File: src/sha1h_pkg.sv
// Shared types and constants for the SHA-1 message hasher.
`default_nettype none
package sha1h_pkg;

  typedef struct packed {
    logic [7:0] data_byte;
    logic       byte_valid;
    logic       end_of_message;
  } in_word_t;

  typedef struct packed {
    logic [31:0] digest_word;
    logic        last_word;
  } out_word_t;

  typedef enum logic [2:0] {
    ST_IDLE,
    ST_ROUND,
    ST_FOLD,
    ST_PAD,
    ST_OUT
  } state_e;

  typedef struct packed {
    logic       init;
    logic       shift_en;
    logic [7:0] shift_byte;
    logic       step;
    logic       fold;
    logic [6:0] rnd;
  } core_ctrl_t;

  localparam logic [31:0] K_R0 = 32'h5A827999;
  localparam logic [31:0] K_R1 = 32'h6ED9EBA1;
  localparam logic [31:0] K_R2 = 32'h8F1BBCDC;
  localparam logic [31:0] K_R3 = 32'hCA62C1D6;

  localparam logic [4:0][31:0] H_INIT = {
    32'hC3D2E1F0, 32'h10325476, 32'h98BADCFE, 32'hEFCDAB89, 32'h67452301
  };

  localparam logic [7:0] PAD_MARK   = 8'h80;
  localparam logic [6:0] LAST_ROUND = 7'd79;
  localparam logic [5:0] LAST_POS   = 6'd63;
  localparam logic [5:0] LEN_POS    = 6'd56;
  localparam logic [2:0] LAST_WORD  = 3'd4;

endpackage
`default_nettype wire

File: src/sha1h_core.sv
// Round unit, message schedule window and chaining words of the hasher.
`default_nettype none
module sha1h_core (
  input  wire                    clk_i,
  input  wire                    rst_ni,
  input  wire sha1h_pkg::core_ctrl_t ctrl_i,
  output logic [4:0][31:0]       h_o
);

  logic [511:0]      blk_q, blk_d;
  logic [4:0][31:0]  h_q, h_d;
  logic [4:0][31:0]  v_q, v_d;
  logic [31:0]       a, b, c, d, e;
  logic [31:0]       w0, w2, w8, w13, wx, wnew;
  logic [31:0]       f, k, t;

  assign a = v_q[0];
  assign b = v_q[1];
  assign c = v_q[2];
  assign d = v_q[3];
  assign e = v_q[4];

  assign w0   = blk_q[511:480];
  assign w2   = blk_q[447:416];
  assign w8   = blk_q[255:224];
  assign w13  = blk_q[95:64];
  assign wx   = w13 ^ w8 ^ w2 ^ w0;
  assign wnew = {wx[30:0], wx[31]};

  always_comb begin
    if (ctrl_i.rnd < 7'd20) begin
      f = (b & c) | (~b & d);
      k = sha1h_pkg::K_R0;
    end else if (ctrl_i.rnd < 7'd40) begin
      f = b ^ c ^ d;
      k = sha1h_pkg::K_R1;
    end else if (ctrl_i.rnd < 7'd60) begin
      f = (b & c) | (b & d) | (c & d);
      k = sha1h_pkg::K_R2;
    end else begin
      f = b ^ c ^ d;
      k = sha1h_pkg::K_R3;
    end
  end

  assign t = {a[26:0], a[31:27]} + f + e + k + w0;

  always_comb begin
    blk_d = blk_q;
    h_d   = h_q;
    v_d   = v_q;
    if (ctrl_i.init) begin
      h_d = sha1h_pkg::H_INIT;
      v_d = sha1h_pkg::H_INIT;
    end else if (ctrl_i.fold) begin
      for (int i = 0; i < 5; i++) begin
        h_d[i] = h_q[i] + v_q[i];
        v_d[i] = h_q[i] + v_q[i];
      end
    end else if (ctrl_i.step) begin
      v_d   = {d, c, {b[1:0], b[31:2]}, a, t};
      blk_d = {blk_q[479:0], wnew};
    end
    if (ctrl_i.shift_en) begin
      blk_d = {blk_q[503:0], ctrl_i.shift_byte};
    end
  end

  always_ff @(posedge clk_i or negedge rst_ni) begin
    if (!rst_ni) begin
      h_q <= sha1h_pkg::H_INIT;
      v_q <= sha1h_pkg::H_INIT;
    end else begin
      h_q <= h_d;
      v_q <= v_d;
    end
  end

  always_ff @(posedge clk_i) begin
    blk_q <= blk_d;
  end

  assign h_o = h_q;

endmodule
`default_nettype wire

File: src/sha1_message_hasher.sv
// Top level of the streaming SHA-1 message hasher: sequencer, padding and digest output.
// Message bytes are taken one per cycle while idle. The 64th byte of a block starts the
// compression: 80 rounds on the single round unit at one round per cycle, then a fold
// into the chaining words, with the input stalled throughout. The end-of-message word
// then shifts the padding and the length into the block one byte per cycle, runs one
// more compression, or two when the marker byte lands past position 55, and offers
// the digest as five words, H0 first, the fifth with last_word set.
// The input is stalled from the end-of-message word until the fifth digest word
// is taken; the hasher is then back at its initial state for the next message.
`default_nettype none
module sha1_message_hasher (
  input  wire                   clk_i,
  input  wire                   rst_ni,
  input  wire                   in_valid_i,
  output logic                  in_stall_o,
  input  wire sha1h_pkg::in_word_t in_i,
  output logic                  out_valid_o,
  input  wire                   out_stall_i,
  output sha1h_pkg::out_word_t  out_o
);

  sha1h_pkg::state_e     state_q, state_d;
  sha1h_pkg::core_ctrl_t ctrl;
  logic [5:0]            fill_q, fill_d;
  logic [60:0]           total_q, total_d;
  logic                  fin_q, fin_d;
  logic                  sent_q, sent_d;
  logic                  lenb_q, lenb_d;
  logic [6:0]            rnd_q, rnd_d;
  logic [2:0]            oidx_q, oidx_d;
  logic [4:0][31:0]      h;
  logic [63:0]           len_bits;
  logic [7:0]            pad_byte;
  logic                  in_take;

  sha1h_core u_core (
    .clk_i  (clk_i),
    .rst_ni (rst_ni),
    .ctrl_i (ctrl),
    .h_o    (h)
  );

  assign len_bits = {total_q, 3'b000};
  assign in_take  = in_valid_i && !in_stall_o;

  always_comb begin
    if (!sent_q) begin
      pad_byte = sha1h_pkg::PAD_MARK;
    end else if (lenb_q && fill_q >= sha1h_pkg::LEN_POS) begin
      pad_byte = len_bits[{~fill_q[2:0], 3'b000} +: 8];
    end else begin
      pad_byte = 8'h00;
    end
  end

  always_comb begin
    state_d = state_q;
    case (state_q)
      sha1h_pkg::ST_IDLE: begin
        if (in_valid_i) begin
          if (in_i.byte_valid && fill_q == sha1h_pkg::LAST_POS) begin
            state_d = sha1h_pkg::ST_ROUND;
          end else if (in_i.end_of_message) begin
            state_d = sha1h_pkg::ST_PAD;
          end
        end
      end
      sha1h_pkg::ST_ROUND: begin
        if (rnd_q == sha1h_pkg::LAST_ROUND) begin
          state_d = sha1h_pkg::ST_FOLD;
        end
      end
      sha1h_pkg::ST_FOLD: begin
        if (!fin_q) begin
          state_d = sha1h_pkg::ST_IDLE;
        end else if (lenb_q) begin
          state_d = sha1h_pkg::ST_OUT;
        end else begin
          state_d = sha1h_pkg::ST_PAD;
        end
      end
      sha1h_pkg::ST_PAD: begin
        if (fill_q == sha1h_pkg::LAST_POS) begin
          state_d = sha1h_pkg::ST_ROUND;
        end
      end
      sha1h_pkg::ST_OUT: begin
        if (!out_stall_i && oidx_q == sha1h_pkg::LAST_WORD) begin
          state_d = sha1h_pkg::ST_IDLE;
        end
      end
      default: state_d = sha1h_pkg::ST_IDLE;
    endcase
  end

  always_comb begin
    in_stall_o        = (state_q != sha1h_pkg::ST_IDLE);
    out_valid_o       = (state_q == sha1h_pkg::ST_OUT);
    out_o.digest_word = h[oidx_q];
    out_o.last_word   = (oidx_q == sha1h_pkg::LAST_WORD);

    ctrl    = '0;
    ctrl.rnd = rnd_q;
    fill_d  = fill_q;
    total_d = total_q;
    fin_d   = fin_q;
    sent_d  = sent_q;
    lenb_d  = lenb_q;
    rnd_d   = rnd_q;
    oidx_d  = oidx_q;

    case (state_q)
      sha1h_pkg::ST_IDLE: begin
        if (in_take) begin
          if (in_i.byte_valid) begin
            ctrl.shift_en   = 1'b1;
            ctrl.shift_byte = in_i.data_byte;
            fill_d          = fill_q + 6'd1;
            total_d         = total_q + 61'd1;
          end
          if (in_i.end_of_message) begin
            fin_d = 1'b1;
          end
        end
      end
      sha1h_pkg::ST_ROUND: begin
        ctrl.step = 1'b1;
        rnd_d     = (rnd_q == sha1h_pkg::LAST_ROUND) ? 7'd0 : rnd_q + 7'd1;
      end
      sha1h_pkg::ST_FOLD: begin
        ctrl.fold = 1'b1;
        if (fin_q && !lenb_q && sent_q) begin
          lenb_d = 1'b1;
        end
      end
      sha1h_pkg::ST_PAD: begin
        ctrl.shift_en   = 1'b1;
        ctrl.shift_byte = pad_byte;
        fill_d          = fill_q + 6'd1;
        if (!sent_q) begin
          sent_d = 1'b1;
          if (fill_q < sha1h_pkg::LEN_POS) begin
            lenb_d = 1'b1;
          end
        end
      end
      sha1h_pkg::ST_OUT: begin
        if (!out_stall_i) begin
          if (oidx_q == sha1h_pkg::LAST_WORD) begin
            oidx_d    = 3'd0;
            ctrl.init = 1'b1;
            fill_d    = 6'd0;
            total_d   = 61'd0;
            fin_d     = 1'b0;
            sent_d    = 1'b0;
            lenb_d    = 1'b0;
          end else begin
            oidx_d = oidx_q + 3'd1;
          end
        end
      end
      default: begin
        fin_d = 1'b0;
      end
    endcase
  end

  always_ff @(posedge clk_i or negedge rst_ni) begin
    if (!rst_ni) begin
      state_q <= sha1h_pkg::ST_IDLE;
      fill_q  <= 6'd0;
      total_q <= 61'd0;
      fin_q   <= 1'b0;
      sent_q  <= 1'b0;
      lenb_q  <= 1'b0;
      rnd_q   <= 7'd0;
      oidx_q  <= 3'd0;
    end else begin
      state_q <= state_d;
      fill_q  <= fill_d;
      total_q <= total_d;
      fin_q   <= fin_d;
      sent_q  <= sent_d;
      lenb_q  <= lenb_d;
      rnd_q   <= rnd_d;
      oidx_q  <= oidx_d;
    end
  end

endmodule
`default_nettype wire
File: config.mk
export PLATFORM = sky130hd
export DESIGN_NAME = sha1_message_hasher
export DESIGN_NICKNAME = d
export VERILOG_FILES = /design/src/sha1h_pkg.sv /design/src/sha1h_core.sv /design/src/sha1_message_hasher.sv
export SDC_FILE = /design/constraint.sdc
export NUM_CORES = 2
export LEC_CHECK = 0
export BUFFER_PORTS_ARGS = -buffer_cell sky130_fd_sc_hd__buf_4
export CAP_MARGIN = 20
export CORE_MARGIN = 3
export CORE_UTILIZATION = 55
export CTS_BUF_LIST = sky130_fd_sc_hd__clkbuf_4
export CTS_CLUSTER_SIZE = 30
export DETAILED_ROUTE_END_ITERATION = 6
export GPL_TIMING_DRIVEN = 0
export PLACE_DENSITY = 0.76
export SETUP_SLACK_MARGIN = 0.1
export SLEW_MARGIN = 30
export SYNTH_ARGS = -nofsm -noshare
export SYNTH_HDL_FRONTEND = slang
export SYNTH_SLANG_ARGS = --single-unit
File: constraint.sdc
create_clock -name clk_i -period 17.53 [get_ports clk_i]
set_input_delay 0.8765 -clock clk_i [delete_from_list [all_inputs] [get_ports clk_i]]
set_output_delay 0.8765 -clock clk_i [all_outputs]
set_load 0.03 [all_outputs]
### After elaboration in Yosys (flattened, before gate mapping)

Cells that the tools add are included.

* input port bits: 14
* register bits after elaboration: 915

* reduce and logical (&&, ||, !) cells: 27
* magnitude comparators: 6
* equality and inequality tests: 22
* bitwise operators: 16
* add/sub/neg operators: 13
* shift operators: 1
* multiplexer cells: 58

Operators with widths (count)
* 2-to-1 mux 512 bit: 4
* 2-to-1 mux 160 bit: 5
* adder 32 bit: 9
* 2-to-1 mux 61 bit: 4
* 2-to-1 mux 32 bit: 6
* XOR 32 bit: 5
* AND 32 bit: 4
* case mux 61 bit (2 select lines): 1
* binary-select mux 32 bit (select 3 bit): 1
* OR 32 bit: 3
* variable part select 64 x 7 -> 8 bit: 1
* adder 61 x 1 -> 61 bit (second input constant): 1
* NOT 32 bit: 1
* 2-to-1 mux 31 bit: 1
* 2-to-1 mux 3 bit: 9
* 2-to-1 mux 6 bit: 4
* inequality test 2 bit (second input constant): 11
* AND reduction 5 bit: 4
* 2-to-1 mux 9 bit: 2
* case mux 6 bit (3 select lines): 1
* case mux 9 bit (2 select lines): 1
* 2-to-1 mux 8 bit: 2
* case mux 3 bit (5 select lines): 1
* < comparator 7 x 6 -> 1 bit (second input constant): 2
* other kinds (29): 60

### Depth between registers and ports, before layout

* depth after elaboration: 13
* depth in mapped cells: 26

### By module

From an unflattened synthesis, not the netlist that was laid out.

* cells, all modules: 4948
* area total of the unflattened synthesis: 55169.2 um^2

By module, submodules not included
* sha1h_core: area an instance 48988.2 um^2, cells each 4225, instances 1
* sha1_message_hasher: area an instance 6180.9 um^2, cells each 723, instances 1

### Worst setup path after synthesis

No wires, ideal clock.

* path kind: reg-to-reg
* start: reg state_q[1]
* end: reg u_core.blk_q[0] (enable)
* data arrival time: 11644 ps
* period minus slack after synthesis: 12523 ps
* data required time: 16651 ps
* stages on the path, launching flop included: 7
* setup slack: 5007 ps
* cell sequence: dfrtp_1 -> buf_2 -> nor2_2 -> nand2_1 -> nor2_1 -> clkbuf_1 -> a21o_1

* longest elaborated chain between the ends: 7
* elaborated cells on any way between the ends: 17
* classes of those cells: 6 x eq/ne; 5 x mux; 6 x reduce/logical

RTL lines
* from (decl): line sha1_message_hasher.sv:22 `sha1h_pkg::state_e state_q, state_d;`
* from (signal assigned): line sha1_message_hasher.sv:170 `state_q <= sha1h_pkg::ST_IDLE;`
* from (signal assigned): line sha1_message_hasher.sv:179 `state_q <= state_d;`
* nonzero test 3 bit *: line sha1_message_hasher.sv:97 `in_stall_o = (state_q != sha1h_pkg::ST_IDLE);`
* via in_stall_o: line sha1_message_hasher.sv:15 `output logic in_stall_o,`
* zero test 1 bit *: line sha1_message_hasher.sv:44 `assign in_take = in_valid_i && !in_stall_o;`
* logical AND 1 bit *: line sha1_message_hasher.sv:44
* 2-to-1 mux 9 bit *: line sha1_message_hasher.sv:114 `if (in_take) begin`
* case mux 9 bit (2 select lines) *: line sha1_message_hasher.sv:112 `case (state_q)`
* inequality test 2 bit (no source line) (tied with other cells)
* AND reduction 3 bit (no source line) *
* to (signal assigned): line sha1h_core.sv:80 `blk_q <= blk_d;`
* to (decl): line sha1h_core.sv:10 `logic [511:0] blk_q, blk_d;`

The timed path passes the listed nets; every way through them passes the cells marked *.
A chain may end at the register's enable or synchronous reset.

### Worst setup path after layout

* start: reg rnd_q[4]
* end: reg u_core.v_q, in the netlist u_core.a[31]

* longest elaborated chain between the ends: 11
* elaborated cells on any way between the ends: 16
* classes of those cells: 4 x add/sub; 3 x order compare; 9 x mux

RTL lines
* from (decl): line sha1_message_hasher.sv:29 `logic [6:0] rnd_q, rnd_d;`
* from (signal assigned): line sha1_message_hasher.sv:185 `rnd_q <= rnd_d;`
* < comparator 7 x 6 -> 1 bit: line sha1h_core.sv:37 `end else if (ctrl_i.rnd < 7'd60) begin`
* 2-to-1 mux 32 bit: line sha1h_core.sv:37
* 2-to-1 mux 32 bit: line sha1h_core.sv:34 `end else if (ctrl_i.rnd < 7'd40) begin`
* 2-to-1 mux 32 bit: line sha1h_core.sv:31 `if (ctrl_i.rnd < 7'd20) begin`
* adder 32 bit (2 in series): line sha1h_core.sv:46 `assign t = {a[26:0], a[31:27]} + f + e + k + w0;`
* adder 32 bit * (2 in series): line sha1h_core.sv:46
* 2-to-1 mux 160 bit *: line sha1h_core.sv:60 `end else if (ctrl_i.step) begin`
* 2-to-1 mux 160 bit *: line sha1h_core.sv:55 `end else if (ctrl_i.fold) begin`
* 2-to-1 mux 160 bit *: line sha1h_core.sv:52 `if (ctrl_i.init) begin`
* to (signal assigned): line sha1h_core.sv:72 `v_q <= sha1h_pkg::H_INIT;`
* to (signal assigned): line sha1h_core.sv:75 `v_q <= v_d;`
* to (decl): line sha1h_core.sv:12 `logic [4:0][31:0] v_q, v_d;`

Mark *: on every way between the ends. The rest lies on a longest branch, timed or not. The select of a mux whose other input is x is not followed.

==> results.toml <==
[place]
gp_congestion = 1.02
dp_cells = 7055
hpwl_um = 141000
io_buffer_count = 48

[yosys]
ys_seq_area_share_pct = 48.0
synth_nets = 6067
yosysTopAreaCell = "edfxtp_1"
synth-seq-cells = 915
syn_area_mm2 = 0.0535
synth-warning-count = 0
synthArstFlopShare_pct = 44.0
synth.area.top_cells = "edfxtp_1 (29%), nand2_1 (13%), dfrtp_1 (11%)"
synth_top_area_share_pct = 28.7
synth-edff-count = 512
syn_inst = 5725
avgSynthCellArea_um2 = 9.35
yosysUniqueCellTypes = 77
synth_top_flop_cell = "edfxtp_1"

[flow_run]
cap_violations = 0

[worst_setup_path]
critPathBufInv = 7
crit_path_end_kind = "flip-flop"
cp-start-kind = "flip-flop"
cpMaxStageDelayCell = "a41oi_1"
cp.required_ns = 18.60
critical_path.top_delay_family = "compound AO/OA/AOI/OAI gates"
crit_fanout = 10
critical_path_class = "reg -> reg"
worstPathArrival_ns = 10.04
critPathMaxStageDelay_ns = 0.69
cpMostUsedCell = "inv_1"

[route]
wl_met1_um = 68400
drt_iter0_drc = 5011
first_pass_iters = 7
met2_length_um = 85200
wire_per_inst_um = 25.1
routed_wl_um = 188000
drcViolationCount = 2
routed-via-count = 45500
ant_nets = 0
highest_layer = "met5"
viasPerCell = 6.07
dr_wl_met3_um = 20700

[global_routing]
overflow = 0
grt_pass1_vias = 44700
grt_start_max_net_pins = 85
grtUsageTotal_pct = 36.8
grt_pass1_wl_um = 277000
antenna_found_initial = 9

[clocking]
cts_tree = "yes"
cts_sinks = 915
cts-root-buf = "clkbuf_4"
clock_path_buffers = 3
clkTransAtPathRegs_ns = 0.07
cts_setup_buffers = 0
clock_latency_ns = 1.19
cts-buffers-inserted = 233
ctsResizeCount = 0
cts_hold_buf = 10
htree_levels = 4

[floorplan]
dieWidth_um = 318
die_area_mm2 = 0.101
initial_core_util_pct = 55.9
die_h_um = 318
io-pin-count = 49
num_rows = 113
core_region_area_mm2 = 0.0957

[sta]
layout_min_cycle_time_ns = 8.97
fin_worst_skew_ns = 0.0720
finalSetupViolCount = 0
rsz0062_at_grt = "no"
max_slew_margin_pct = 22.6
tns_ns = 0
hold_viol = 0
final_max_slew_viol_count = 0
tightest_slew_ns = 1.16
fmax_ghz = 0.112
finalCritPeriodShare_pct = 51.1

[final_layout]
layout-drive-gt1-share_pct = 11.7
layoutNonFillerInstCount = 7498
syn2layout_area_growth_pct = 10.3
num-fill-cells = 8169
fin_nets = 6377

[min_path]
hold_class = "in -> reg"

[outcome]
status = "finished, violations left"
violations = "DRC"
## cells in the mapped netlist, drive strengths merged (15+ instances only)
| master | number |
|---|---|
| nand2 | 1892 |
| edfxtp | 512 |
| nor2 | 345 |
| a21oi | 274 |
| o21ai | 262 |
| inv | 248 |
| dfrtp | 243 |
| clkbuf | 230 |
| xnor2 | 209 |
| ha | 204 |
| dfstp | 160 |
| fa | 124 |
| xor2 | 104 |
| a21o | 94 |
| nand3 | 75 |
| o22ai | 53 |
| nor3 | 51 |
| a22oi | 50 |
| o21a | 49 |
| and3 | 46 |
| mux4 | 45 |
| mux2i | 43 |
| buf | 35 |
| or3 | 33 |
| a31oi | 25 |
| o221ai | 24 |
| nand4 | 23 |
| o21bai | 23 |
| o221a | 22 |
| nand2b | 21 |
| a211oi | 19 |
| nor2b | 18 |
| o31ai | 15 |
## worst reg2reg max path: stages (launching register included)
cell	delay, ns
dfrtp_1	0.36
clkbuf_1	0.20
a41oi_1	0.69
inv_1	0.40
nor2_1	0.44
clkinv_1	0.30
nand2_1	0.42
clkbuf_1	0.68
o221ai_1	0.41
fa_1	0.62
inv_1	0.06
fa_1	0.59
inv_1	0.08
fa_1	0.53
inv_1	0.04
ha_1	0.34
o21ai_0	0.23
o21bai_1	0.10
a21oi_1	0.30
o21ai_0	0.28
a311oi_2	0.69
nor3_1	0.15
nor3_1	0.36
a21oi_1	0.15
xnor2_1	0.16
a221o_1	0.29
## cell families (layout without fill, tap and decap cells)
| group | Yosys count | count (layout) | share of synthesized area, % |
|---|---|---|---|
| compound gates | 999 | 999 | 11.7 |
| xor+xnor | 313 | 313 | 5.14 |
| fa+ha+maj | 328 | 328 | 9.41 |
| buf+inv | 514 | 1017 | 3.62 |
| flops | 915 | 915 | 48.0 |
| mux | 91 | 91 | 2.77 |
| other cells | 0 | 5 | 0 |
| simple gates | 2565 | 2565 | 19.4 |
## metal layers
layer	vias to the layer above	global-route usage [%]
li1	20300	-
met1	21900	45.3
met2	2643	57.9
met3	623	9.52
met4	4	23.5
met5	-	0
## cells in the final DEF, fill, tap and decap left out, drive strengths merged, types with 22 or more instances in the layout
cell type,instances
buf,100
o21a,49
o221a,22
o21bai,23
dfrtp,243
nor2,345
nand4,23
clkbuf,565
xnor2,209
dfstp,160
a21oi,274
clkinv,82
mux4,45
and3,46
a22oi,50
edfxtp,512
fa,124
inv,257
nor3,51
nand2,1892
o22ai,53
a31oi,25
xor2,104
o21ai,262
a21o,94
mux2i,43
ha,204
o221ai,24
or3,33
nand3,75
## stage by stage
step           cell area (um^2)  setup slack [ns]  utilization [%]  hold slack, ns
3_3_place_gp              55500             0.468             57.9           0.467
2_1_floorplan             53500              5.01                -           0.447
6_report                  59000              8.56             61.7           0.123
4_1_cts                   59000              8.72             61.7         0.00553
3_5_place_dp              55900              8.75             58.4           0.468
5_1_grt                   59000              8.30             61.7           0.107
## path summary, 6_finish.rpt
check / cells past startpoint / from / slack, ns / endpoint
min in group asynchronous: 2 / rst_ni / 0.22 / u_core.h_o[89]$_DFFE_PN0P_
max in group asynchronous: 5 / rst_ni / 15.84 / total_q[17]$_DFFE_PN0P_
worst max-delay path: 25 / rnd_q[4]$_DFFE_PN0P_ / 8.56 / u_core.a[31]$_DFFE_PN0P_
worst min-delay path: 3 / in_i[0] / 0.12 / fin_q$_DFFE_PN0P_
worst min register to register: 2 / u_core.h_o[66]$_DFFE_PN1P_ / 0.49 / u_core.h_o[66]$_DFFE_PN1P_
worst max register to register: 25 / rnd_q[4]$_DFFE_PN0P_ / 8.56 / u_core.a[31]$_DFFE_PN0P_
## final cells by class
cell class / count / area (um^2) / area share [%]
Clock inverter: 93 / 482 / 0.816
Inverter: 249 / 935 / 1.58
Tap cell: 1265 / 1580 / 2.68
Antenna cell: 5 / 12.5 / 0.0212
Multi-Input combinational cell: 4296 / 25900 / 43.9
Timing Repair Buffer: 75 / 870 / 1.47
Clock buffer: 335 / 2510 / 4.26
Buffer: 265 / 1050 / 1.78
Sequential cell: 915 / 25700 / 43.5
## registers in the layout (all words and copies together), names as in the netlist, 3 cells and up
register and count:
u_core.e 32, state_q 3, u_core.c 32, rnd_q 7, fill_q 6, u_core.blk_q 512, oidx_q 3, u_core.a 32
u_core.h_o 160, u_core.d 32, total_q 61, u_core.b 32
Power is not shown: default switching activity piles up to over one toggle a cycle in this logic, so the estimate is an artifact.
